## src/rtl/core/segw_pkg.sv

```systemverilog
// Package with the beat types, constants and register indexes of the segment grid cell walk.
package segw_pkg;

    localparam int GRID_MAX = 16;
    localparam int MAX_RES  = 2 * GRID_MAX - 1;
    localparam int STEP_CAP = 4 * MAX_RES;

    localparam logic [1:0] CFG_CELL_LOG2 = 2'd0;
    localparam logic [1:0] CFG_GRID_W    = 2'd1;
    localparam logic [1:0] CFG_GRID_H    = 2'd2;

    localparam logic [3:0] CELL_LOG2_MIN = 4'd8;
    localparam logic [3:0] CELL_LOG2_MAX = 4'd12;

    typedef struct packed {
        logic [15:0] start_x;
        logic [15:0] start_y;
        logic [15:0] end_x;
        logic [15:0] end_y;
    } t_seg_in;

    typedef struct packed {
        logic [3:0] cell_col;
        logic [3:0] cell_row;
        logic       hit;
        logic       last;
    } t_cell_out;

endpackage

```

## src/rtl/core/segment_grid_cell_walk.sv

```systemverilog
// Top level of the segment grid cell walk: sequencer, restoring divider and DDA step unit.
// A segment inside one cell goes straight to the closing state; a vertical segment walks its
// column row by row; a sloped segment runs the divider, the saturate, multiply and add setup
// states, at most 124 DDA steps (each held while the output stalls) and the closing state.
// Throughput: one segment at a time; input stall stays high until the final beat is loaded.
// Reset (synchronous, active low) returns the registers to 8/16/16 and empties the output.
module segment_grid_cell_walk (
    input  logic                i_clk,
    input  logic                i_rst_n,
    input  logic                i_cfg_we,
    input  logic [1:0]          i_cfg_idx,
    input  logic [4:0]          i_cfg_data,
    input  logic                i_in_valid,
    output logic                o_in_stall,
    input  segw_pkg::t_seg_in   i_in_data,
    output logic                o_out_valid,
    input  logic                i_out_stall,
    output segw_pkg::t_cell_out o_out_data
);
    import segw_pkg::*;

    typedef enum logic [2:0] {
        ST_IDLE, ST_DIV, ST_SAT, ST_MUL, ST_ADD, ST_WALK, ST_VERT, ST_FIN
    } t_state;

    t_state r_state;

    // Configuration registers, kept raw; the walk uses their clamped values.
    logic [3:0] r_cfg_s;
    logic [4:0] r_cfg_w;
    logic [4:0] r_cfg_h;
    logic [3:0] s_eff;
    logic [4:0] gw;
    logic [4:0] gh;

    // Walk state. Cell indices are signed because the DDA may step below row zero.
    logic [15:0]        r_sy;
    logic [7:0]         r_ixt;
    logic [7:0]         r_iyt;
    logic [7:0]         r_hi;
    logic signed [10:0] r_ix;
    logic signed [10:0] r_iy;
    logic [15:0]        r_dx;
    logic [15:0]        r_rem;
    logic [32:0]        r_quo;
    logic [5:0]         r_div_cnt;
    logic               r_neg;
    logic signed [31:0] r_d;
    logic [12:0]        r_w;
    logic signed [47:0] r_prod;
    logic signed [47:0] r_yn;
    logic signed [47:0] r_ys;
    logic signed [47:0] r_ye;
    logic [4:0]         r_cnt;
    logic [6:0]         r_steps;

    // One cell is held back so that the final beat can carry last.
    logic       r_pend;
    logic [3:0] r_pc;
    logic [3:0] r_pr;

    logic      r_out_valid;
    t_cell_out r_out;

    assign s_eff = (r_cfg_s < CELL_LOG2_MIN) ? CELL_LOG2_MIN :
                   (r_cfg_s > CELL_LOG2_MAX) ? CELL_LOG2_MAX : r_cfg_s;
    assign gw = (r_cfg_w == 5'd0) ? 5'd1 : (r_cfg_w > 5'(GRID_MAX)) ? 5'(GRID_MAX) : r_cfg_w;
    assign gh = (r_cfg_h == 5'd0) ? 5'd1 : (r_cfg_h > 5'(GRID_MAX)) ? 5'(GRID_MAX) : r_cfg_h;

    assign o_in_stall  = (r_state != ST_IDLE);
    assign o_out_valid = r_out_valid;
    assign o_out_data  = r_out;

    // The output register can take a new beat when it is empty or being drained now.
    logic out_free;
    assign out_free = !r_out_valid || !i_out_stall;

    // Accept-side decode. Endpoints are ordered by x for the sloped case.
    logic [4:0]  sh16;
    logic [12:0] cell13;
    logic [7:0]  a_ixf, a_iyf, a_ixt, a_iyt;
    logic        swap;
    logic [15:0] ax, ay, bx, by;
    logic [16:0] dy_s;
    logic [15:0] dy_mag;

    assign sh16   = {1'b0, s_eff} + 5'd16;
    assign cell13 = 13'd1 << s_eff;
    assign a_ixf  = 8'(i_in_data.start_x >> s_eff);
    assign a_iyf  = 8'(i_in_data.start_y >> s_eff);
    assign a_ixt  = 8'(i_in_data.end_x >> s_eff);
    assign a_iyt  = 8'(i_in_data.end_y >> s_eff);
    assign swap   = i_in_data.start_x > i_in_data.end_x;
    assign ax     = swap ? i_in_data.end_x   : i_in_data.start_x;
    assign ay     = swap ? i_in_data.end_y   : i_in_data.start_y;
    assign bx     = swap ? i_in_data.start_x : i_in_data.end_x;
    assign by     = swap ? i_in_data.start_y : i_in_data.end_y;
    assign dy_s   = {1'b0, by} - {1'b0, ay};
    assign dy_mag = dy_s[16] ? 16'(-dy_s) : dy_s[15:0];

    // One restoring divider step per cycle.
    logic [16:0] trial;
    logic        q_bit;
    assign trial = {r_rem, r_quo[32]};
    assign q_bit = trial >= {1'b0, r_dx};

    // Saturated, signed slope.
    logic [31:0] d_mag;
    assign d_mag = (r_quo > 33'h07FFFFFFF) ? 32'h7FFFFFFF : r_quo[31:0];

    logic signed [45:0] prod_c;
    assign prod_c = r_d * $signed({1'b0, r_w});

    // DDA step unit: one right, up or down step per cycle while the output register is free.
    logic signed [47:0] cext;
    logic signed [47:0] d_cell;
    logic signed [47:0] ys_init;
    logic               in_row;
    logic               go_up;
    logic signed [10:0] n_ix, n_iy;
    logic signed [47:0] n_yn, n_ys, n_ye;
    logic               put_ok;
    logic [4:0]         n_cnt;
    logic [6:0]         n_steps;
    logic               cont;

    assign cext    = 48'sd1 <<< sh16;
    assign d_cell  = {{16{r_d[31]}}, r_d} <<< s_eff;
    assign ys_init = {40'd0, r_iy[7:0]} <<< sh16;
    assign in_row  = (r_ys <= r_yn) && (r_yn < r_ye);
    assign go_up   = r_yn < r_ys;

    always_comb begin
        n_ix = r_ix;
        n_iy = r_iy;
        n_yn = r_yn;
        n_ys = r_ys;
        n_ye = r_ye;
        if (in_row) begin
            n_ix = r_ix + 11'sd1;
            n_yn = r_yn + d_cell;
        end else if (go_up) begin
            n_iy = r_iy - 11'sd1;
            n_ye = r_ys;
            n_ys = r_ys - cext;
        end else begin
            n_iy = r_iy + 11'sd1;
            n_ys = r_ye;
            n_ye = r_ye + cext;
        end
    end

    logic n_in_grid;
    assign n_in_grid = (n_ix >= 0) && (n_iy >= 0) &&
                       (n_ix < $signed({6'd0, gw})) && (n_iy < $signed({6'd0, gh}));
    assign put_ok  = n_in_grid && (r_cnt < 5'(MAX_RES));
    assign n_cnt   = r_cnt + 5'(put_ok);
    assign n_steps = r_steps + 7'd1;
    assign cont    = ((n_ix != $signed({3'd0, r_ixt})) || (n_iy != $signed({3'd0, r_iyt}))) &&
                     n_in_grid && (n_cnt < 5'(MAX_RES)) && (n_steps < 7'(STEP_CAP));

    // Vertical column walk: rows from the lower end upward.
    logic v_more;
    logic v_put;
    assign v_more = (r_iy < $signed({6'd0, gh})) && (r_iy <= $signed({3'd0, r_hi}));
    assign v_put  = (r_cnt < 5'(MAX_RES));

    // The output register is loaded in this cycle; otherwise it keeps its beat while stalled.
    logic load_out;
    always_comb begin
        case (r_state)
            ST_WALK: load_out = out_free && put_ok && r_pend;
            ST_VERT: load_out = out_free && v_more && v_put && r_pend;
            ST_FIN:  load_out = out_free;
            default: load_out = 1'b0;
        endcase
    end

    always_ff @(posedge i_clk) begin
        if (!i_rst_n) begin
            r_state     <= ST_IDLE;
            r_cfg_s     <= CELL_LOG2_MIN;
            r_cfg_w     <= 5'(GRID_MAX);
            r_cfg_h     <= 5'(GRID_MAX);
            r_pend      <= 1'b0;
            r_out_valid <= 1'b0;
        end else begin
            if (i_cfg_we) begin
                case (i_cfg_idx)
                    CFG_CELL_LOG2: r_cfg_s <= i_cfg_data[3:0];
                    CFG_GRID_W:    r_cfg_w <= i_cfg_data;
                    CFG_GRID_H:    r_cfg_h <= i_cfg_data;
                    default: ;
                endcase
            end

            r_out_valid <= load_out || (r_out_valid && i_out_stall);

            case (r_state)
                ST_IDLE: begin
                    if (i_in_valid) begin
                        r_cnt   <= 5'd0;
                        r_steps <= 7'd0;
                        if (a_ixf == a_ixt && a_iyf == a_iyt) begin
                            // Both endpoints in one cell.
                            if ({3'd0, a_ixf} < {3'd0, gw} && {3'd0, a_iyf} < {3'd0, gh}) begin
                                r_pend <= 1'b1;
                                r_pc   <= a_ixf[3:0];
                                r_pr   <= a_iyf[3:0];
                            end
                            r_state <= ST_FIN;
                        end else if (i_in_data.start_x == i_in_data.end_x) begin
                            r_ix <= $signed({3'd0, a_ixf});
                            r_iy <= $signed({3'd0, (a_iyf < a_iyt) ? a_iyf : a_iyt});
                            r_hi <= (a_iyf < a_iyt) ? a_iyt : a_iyf;
                            r_state <= ({3'd0, a_ixf} < {3'd0, gw}) ? ST_VERT : ST_FIN;
                        end else begin
                            r_sy    <= ay;
                            r_ix    <= $signed({3'd0, swap ? a_ixt : a_ixf});
                            r_iy    <= $signed({3'd0, swap ? a_iyt : a_iyf});
                            r_ixt   <= swap ? a_ixf : a_ixt;
                            r_iyt   <= swap ? a_iyf : a_iyt;
                            r_dx    <= bx - ax;
                            r_neg   <= dy_s[16];
                            r_rem   <= 16'd0;
                            r_quo   <= {1'b0, dy_mag, 16'd0};
                            r_div_cnt <= 6'd0;
                            r_w     <= cell13 - (13'(ax) & (cell13 - 13'd1));
                            r_state <= ST_DIV;
                        end
                    end
                end
                ST_DIV: begin
                    r_rem     <= q_bit ? 16'(trial - {1'b0, r_dx}) : trial[15:0];
                    r_quo     <= {r_quo[31:0], q_bit};
                    r_div_cnt <= r_div_cnt + 6'd1;
                    if (r_div_cnt == 6'd32) begin
                        r_state <= ST_SAT;
                    end
                end
                ST_SAT: begin
                    r_d     <= r_neg ? -$signed(d_mag) : $signed(d_mag);
                    r_state <= ST_MUL;
                end
                ST_MUL: begin
                    r_prod  <= {{2{prod_c[45]}}, prod_c};
                    r_state <= ST_ADD;
                end
                ST_ADD: begin
                    // First crossing of the start cell's right edge, and the first cell.
                    r_yn <= $signed({16'd0, r_sy, 16'd0}) + r_prod;
                    r_ys <= ys_init;
                    r_ye <= ys_init + cext;
                    if ((r_ix < $signed({6'd0, gw})) && (r_iy < $signed({6'd0, gh}))) begin
                        r_pend <= 1'b1;
                        r_pc   <= r_ix[3:0];
                        r_pr   <= r_iy[3:0];
                        r_cnt  <= 5'd1;
                    end
                    r_state <= ST_WALK;
                end
                ST_WALK: begin
                    if (out_free) begin
                        r_ix    <= n_ix;
                        r_iy    <= n_iy;
                        r_yn    <= n_yn;
                        r_ys    <= n_ys;
                        r_ye    <= n_ye;
                        r_steps <= n_steps;
                        r_cnt   <= n_cnt;
                        if (put_ok) begin
                            if (r_pend) begin
                                r_out <= t_cell_out'{r_pc, r_pr, 1'b1, 1'b0};
                            end
                            r_pend <= 1'b1;
                            r_pc   <= n_ix[3:0];
                            r_pr   <= n_iy[3:0];
                        end
                        if (!cont) begin
                            r_state <= ST_FIN;
                        end
                    end
                end
                ST_VERT: begin
                    if (out_free) begin
                        if (v_more) begin
                            if (v_put) begin
                                if (r_pend) begin
                                    r_out <= t_cell_out'{r_pc, r_pr, 1'b1, 1'b0};
                                end
                                r_pend <= 1'b1;
                                r_pc   <= r_ix[3:0];
                                r_pr   <= r_iy[3:0];
                                r_cnt  <= r_cnt + 5'd1;
                            end
                            r_iy <= r_iy + 11'sd1;
                        end else begin
                            r_state <= ST_FIN;
                        end
                    end
                end
                ST_FIN: begin
                    // The held cell goes out with last set, or a miss beat if none was found.
                    if (out_free) begin
                        r_out   <= r_pend ? t_cell_out'{r_pc, r_pr, 1'b1, 1'b1}
                                          : t_cell_out'{4'd0, 4'd0, 1'b0, 1'b1};
                        r_pend  <= 1'b0;
                        r_state <= ST_IDLE;
                    end
                end
                default: r_state <= ST_IDLE;
            endcase
        end
    end

endmodule

```

## config.mk

```make
export PLATFORM = sky130hd
export DESIGN_NAME = segment_grid_cell_walk
export DESIGN_NICKNAME = d
export VERILOG_FILES = /design/src/rtl/core/segw_pkg.sv /design/src/rtl/core/segment_grid_cell_walk.sv
export SDC_FILE = /design/constraint.sdc
export NUM_CORES = 2
export LEC_CHECK = 0
export ABC_AREA = 1
export BUFFER_PORTS_ARGS = -buffer_cell sky130_fd_sc_hd__buf_2
export CAP_MARGIN = 5
export CORE_MARGIN = 4
export CORE_UTILIZATION = 45
export CTS_CLUSTER_SIZE = 16
export DETAILED_ROUTE_END_ITERATION = 10
export SLEW_MARGIN = 20
export SYNTH_ARGS = -nofsm -noshare
export SYNTH_HDL_FRONTEND = slang
export SYNTH_SLANG_ARGS = --single-unit
```

## constraint.sdc

```tcl
create_clock -name i_clk -period 6.9 [get_ports i_clk]
set_input_delay 0.345 -clock i_clk [delete_from_list [all_inputs] [get_ports i_clk]]
set_output_delay 0.345 -clock i_clk [all_outputs]
set_load 0.005 [all_outputs]
```

==> impl_metrics.json <==
{
  "outcome": "completed",
  "grt_pass1_wl_mm": 241,
  "synth-adder-area-share_pct": 25.4,
  "io_buffers": 87,
  "cp-start-kind": "register",
  "synth_area_leaders": "edfxtp_1 (24%), fa_1 (15%), nand2_1 (12%), inv_1 (10%), ha_1 (9.9%)",
  "fin_skew_ns": 0.0483,
  "max_stage_delay_ns": 1.01,
  "hold_viol_final": 0,
  "maxCapViolCount": 0,
  "avgSynthCellArea_sq_um": 7.50,
  "num_rows": 121,
  "finalSetupTns_ns": 0,
  "wl_mm": 155,
  "ys_seq_area_share_pct": 24.5,
  "cts_max_level": 2,
  "slew_headroom_pct": 25.8,
  "syn_inst": 6604,
  "final_area_sq_um": 53800,
  "finalCritPeriodShare_pct": 95.4,
  "synth_top_family_by_area": "adder cells",
  "fillers": 10881,
  "syn_to_final_growth_pct": 8.74,
  "antenna_found_initial": 7,
  "num_io_pins": 88,
  "crit_fanout": 14,
  "endpoint_kind": "register",
  "drv_slew": 0,
  "clk_latency_ns": 0.67,
  "yosys.area_share.xor_xnor_pct": 4.37,
  "path_delay_family": "adder cells",
  "holdCritPathClass": "primary input to register",
  "drtAntennaViolNets": 0,
  "routed_via_density": 5.33,
  "yosysUniqueCellTypes": 75,
  "placed_cell_area_sq_um": 51900,
  "vias": 43542,
  "synth_top_flop_cell": "edfxtp_1",
  "die_area_sq_um": 115000,
  "rsz0062_at_grt": "false",
  "dp.final_hpwl_mm": 124,
  "yosysMostFrequentCell": "nand2_1",
  "worst_pin_slew_ns": 1.10,
  "grt_pass1_vias": 42617,
  "ys.warnings.count": 0,
  "path_class": "register to register",
  "achievable-frequency_mhz": 152,
  "routabilityCongestion": 0.972,
  "cts_made_buffers": 55,
  "synth_compound_area_share_pct": 12.6,
  "synth-edff-count": 391,
  "worstPathArrival_ns": 6.95,
  "synthMuxAreaShare_pct": 0.465,
  "holdWs_ns": 0.0662,
  "fin_crit_ns": 6.58,
  "ctsLongestPathBuffers": 3,
  "crit_chain": "nand2_1 -> fa_1 -> inv_1 -> fa_1 -> fa_1 -> inv_1 -> fa_1 -> inv_1 -> fa_1 -> fa_1 -> ha_1 -> nand2_1 -> nor2_1 -> inv_1 -> nor4_1 -> buf_4 -> nand3_1 -> nand3_1 -> a41oi_1 -> xor2_1",
  "cp_data_required_time_ns": 7.27,
  "cts-root-buf": "clkbuf_16",
  "finalSetupViolCount": 0,
  "dieWidth_microns": 340,
  "yosysTopAreaCell": "edfxtp_1",
  "ys_top_cells_by_count": "nand2_1 (1575), inv_1 (1313), nor2_1 (459)",
  "cts_tree": "done",
  "clkTransAtPathRegs_ns": 0.07,
  "dp.cells": 8055,
  "drive_gt1_share_pct": 5.86,
  "nNetsFinal": 7560,
  "ys_ff_latch": 410,
  "syn-cell-area_sq_um": 49500,
  "drtPass1Iterations": 8,
  "die_y_microns": 340,
  "critPathMostFrequentCell": "fa_1",
  "coreArea_sq_um": 109000,
  "grt_max_degree": 79,
  "cts_num_sinks": 410,
  "synth-simple-area-share_pct": 20.9,
  "initial_core_util_pct": 45.4,
  "dr.first_iter.drc_count": 3244,
  "stdcell_count": 8172,
  "grt_usage_pct": 26.5,
  "post-route-drc-count": 0,
  "cp_num_buf_inv": 5,
  "synth_async_sr_flop_share_pct": 0,
  "critPathSlowestCell": "edfxtp_1",
  "routedWlPerCell_microns": 19.0,
  "synth_top_area_share_pct": 23.7,
  "grt_overflow": 0
}
-- placed cells by master, fill, tap and decap left out, types with 13 or more instances in the layout --
cell	synthesis	final
nor3_1	67	66
buf_2	14	87
nand2_1	1575	1574
nand3_1	228	226
nand2_2	13	13
o21a_1	15	15
nand3b_1	17	17
o21ai_0	408	408
a31oi_1	66	66
clkbuf_16	0	56
ha_1	392	392
edfxtp_1	391	391
conb_1	2	55
inv_1	1313	1312
xnor2_1	73	73
dfxtp_1	19	19
o221ai_1	18	18
o21ai_2	13	13
a21oi_1	402	401
a211oi_1	13	13
o211ai_1	51	51
mux2i_1	23	23
fa_1	383	383
o21ai_1	42	42
buf_4	7	101
or2_2	28	28
nor2_1	459	455
xor2_1	174	174
nand4_1	57	57
-- routing by layer --
layer	GRT usage, %	up-vias	wire length (microns)
met3	2.97	258	9060
met5	0	-	13
met1	35.9	20709	68500
li1	-	21284	-
met2	43.7	1289	71000
met4	10.1	2	6450
-- state kept, by name, indices dropped and copies added (netlist names), 10 cells and up --
| signal | flops |
|---|---|
| r_ix | 11 |
| r_ye | 43 |
| r_quo | 33 |
| o_out_data | 10 |
| r_sy | 16 |
| r_d | 32 |
| r_w | 13 |
| r_prod | 46 |
| r_yn | 48 |
| r_iy | 11 |
| r_ys | 45 |
| r_dx | 16 |
| r_rem | 16 |
-- worst paths after layout --
kind	slack [ns]	startpoint	end	depth (start not counted)
setup / recovery	0.32	r_d[30]$_DFFE_PP_	r_prod[44]$_DFFE_PP_	20
hold / removal	0.07	i_cfg_idx[0]	r_cfg_s[3]$_SDFFE_PN1P_	3
setup reg to reg	0.32	r_d[30]$_DFFE_PP_	r_prod[44]$_DFFE_PP_	20
hold reg to reg	0.48	r_cfg_h[3]$_SDFFE_PN0P_	r_cfg_h[3]$_SDFFE_PN0P_	2
-- tightest hold or removal path, cell delays in order --
cell,delay [ns]
buf_2,0.09
nor3_1,0.08
o211ai_1,0.17
-- cell type report --
type	instances	area (sq um)	area share [%]
inverters	1330	5000	9.29
repair buffers	199	1350	2.50
clock inverters	30	304	0.565
flip-flops and latches	410	12100	22.5
multi-input cells	4713	31800	59.1
well taps	1414	1770	3.29
diodes	6	15.0	0.0279
clock buffers	70	1480	2.76
-- per-stage QoR --
| step | setup slack (ns) | util [%] |
|---|---|---|
| after floorplan | 0.710 | - |
| after global placement | 0.313 | 47.6 |
| after detailed placement | 0.199 | 47.6 |
| after CTS | 0.207 | 49.3 |
| after global routing | 0.00120 | 49.4 |
| final | 0.320 | 49.4 |
-- timing repair --
action                                  CTS  global route
buffers inserted                          0             6
endpoints found under the hold margin    10             0
endpoints found under the setup margin    0             4
resized for setup                         0             2
hold buffers                              5             0
-- logic make-up (layout without fill, tap and decap cells) --
group / count (synthesis) / after routing
buffers and inverters: 1534 / 1629
adder cells (fa/ha/maj): 775 / 775
flip-flops: 410 / 410
XOR/XNOR: 247 / 247
AND/OR/NAND/NOR: 2503 / 2503
AO/OA/AOI/OAI: 1110 / 1110
other: 2 / 61
multiplexers: 23 / 23
Power is not shown: default switching activity piles up to over one toggle a cycle in this logic, so the estimate is an artifact.
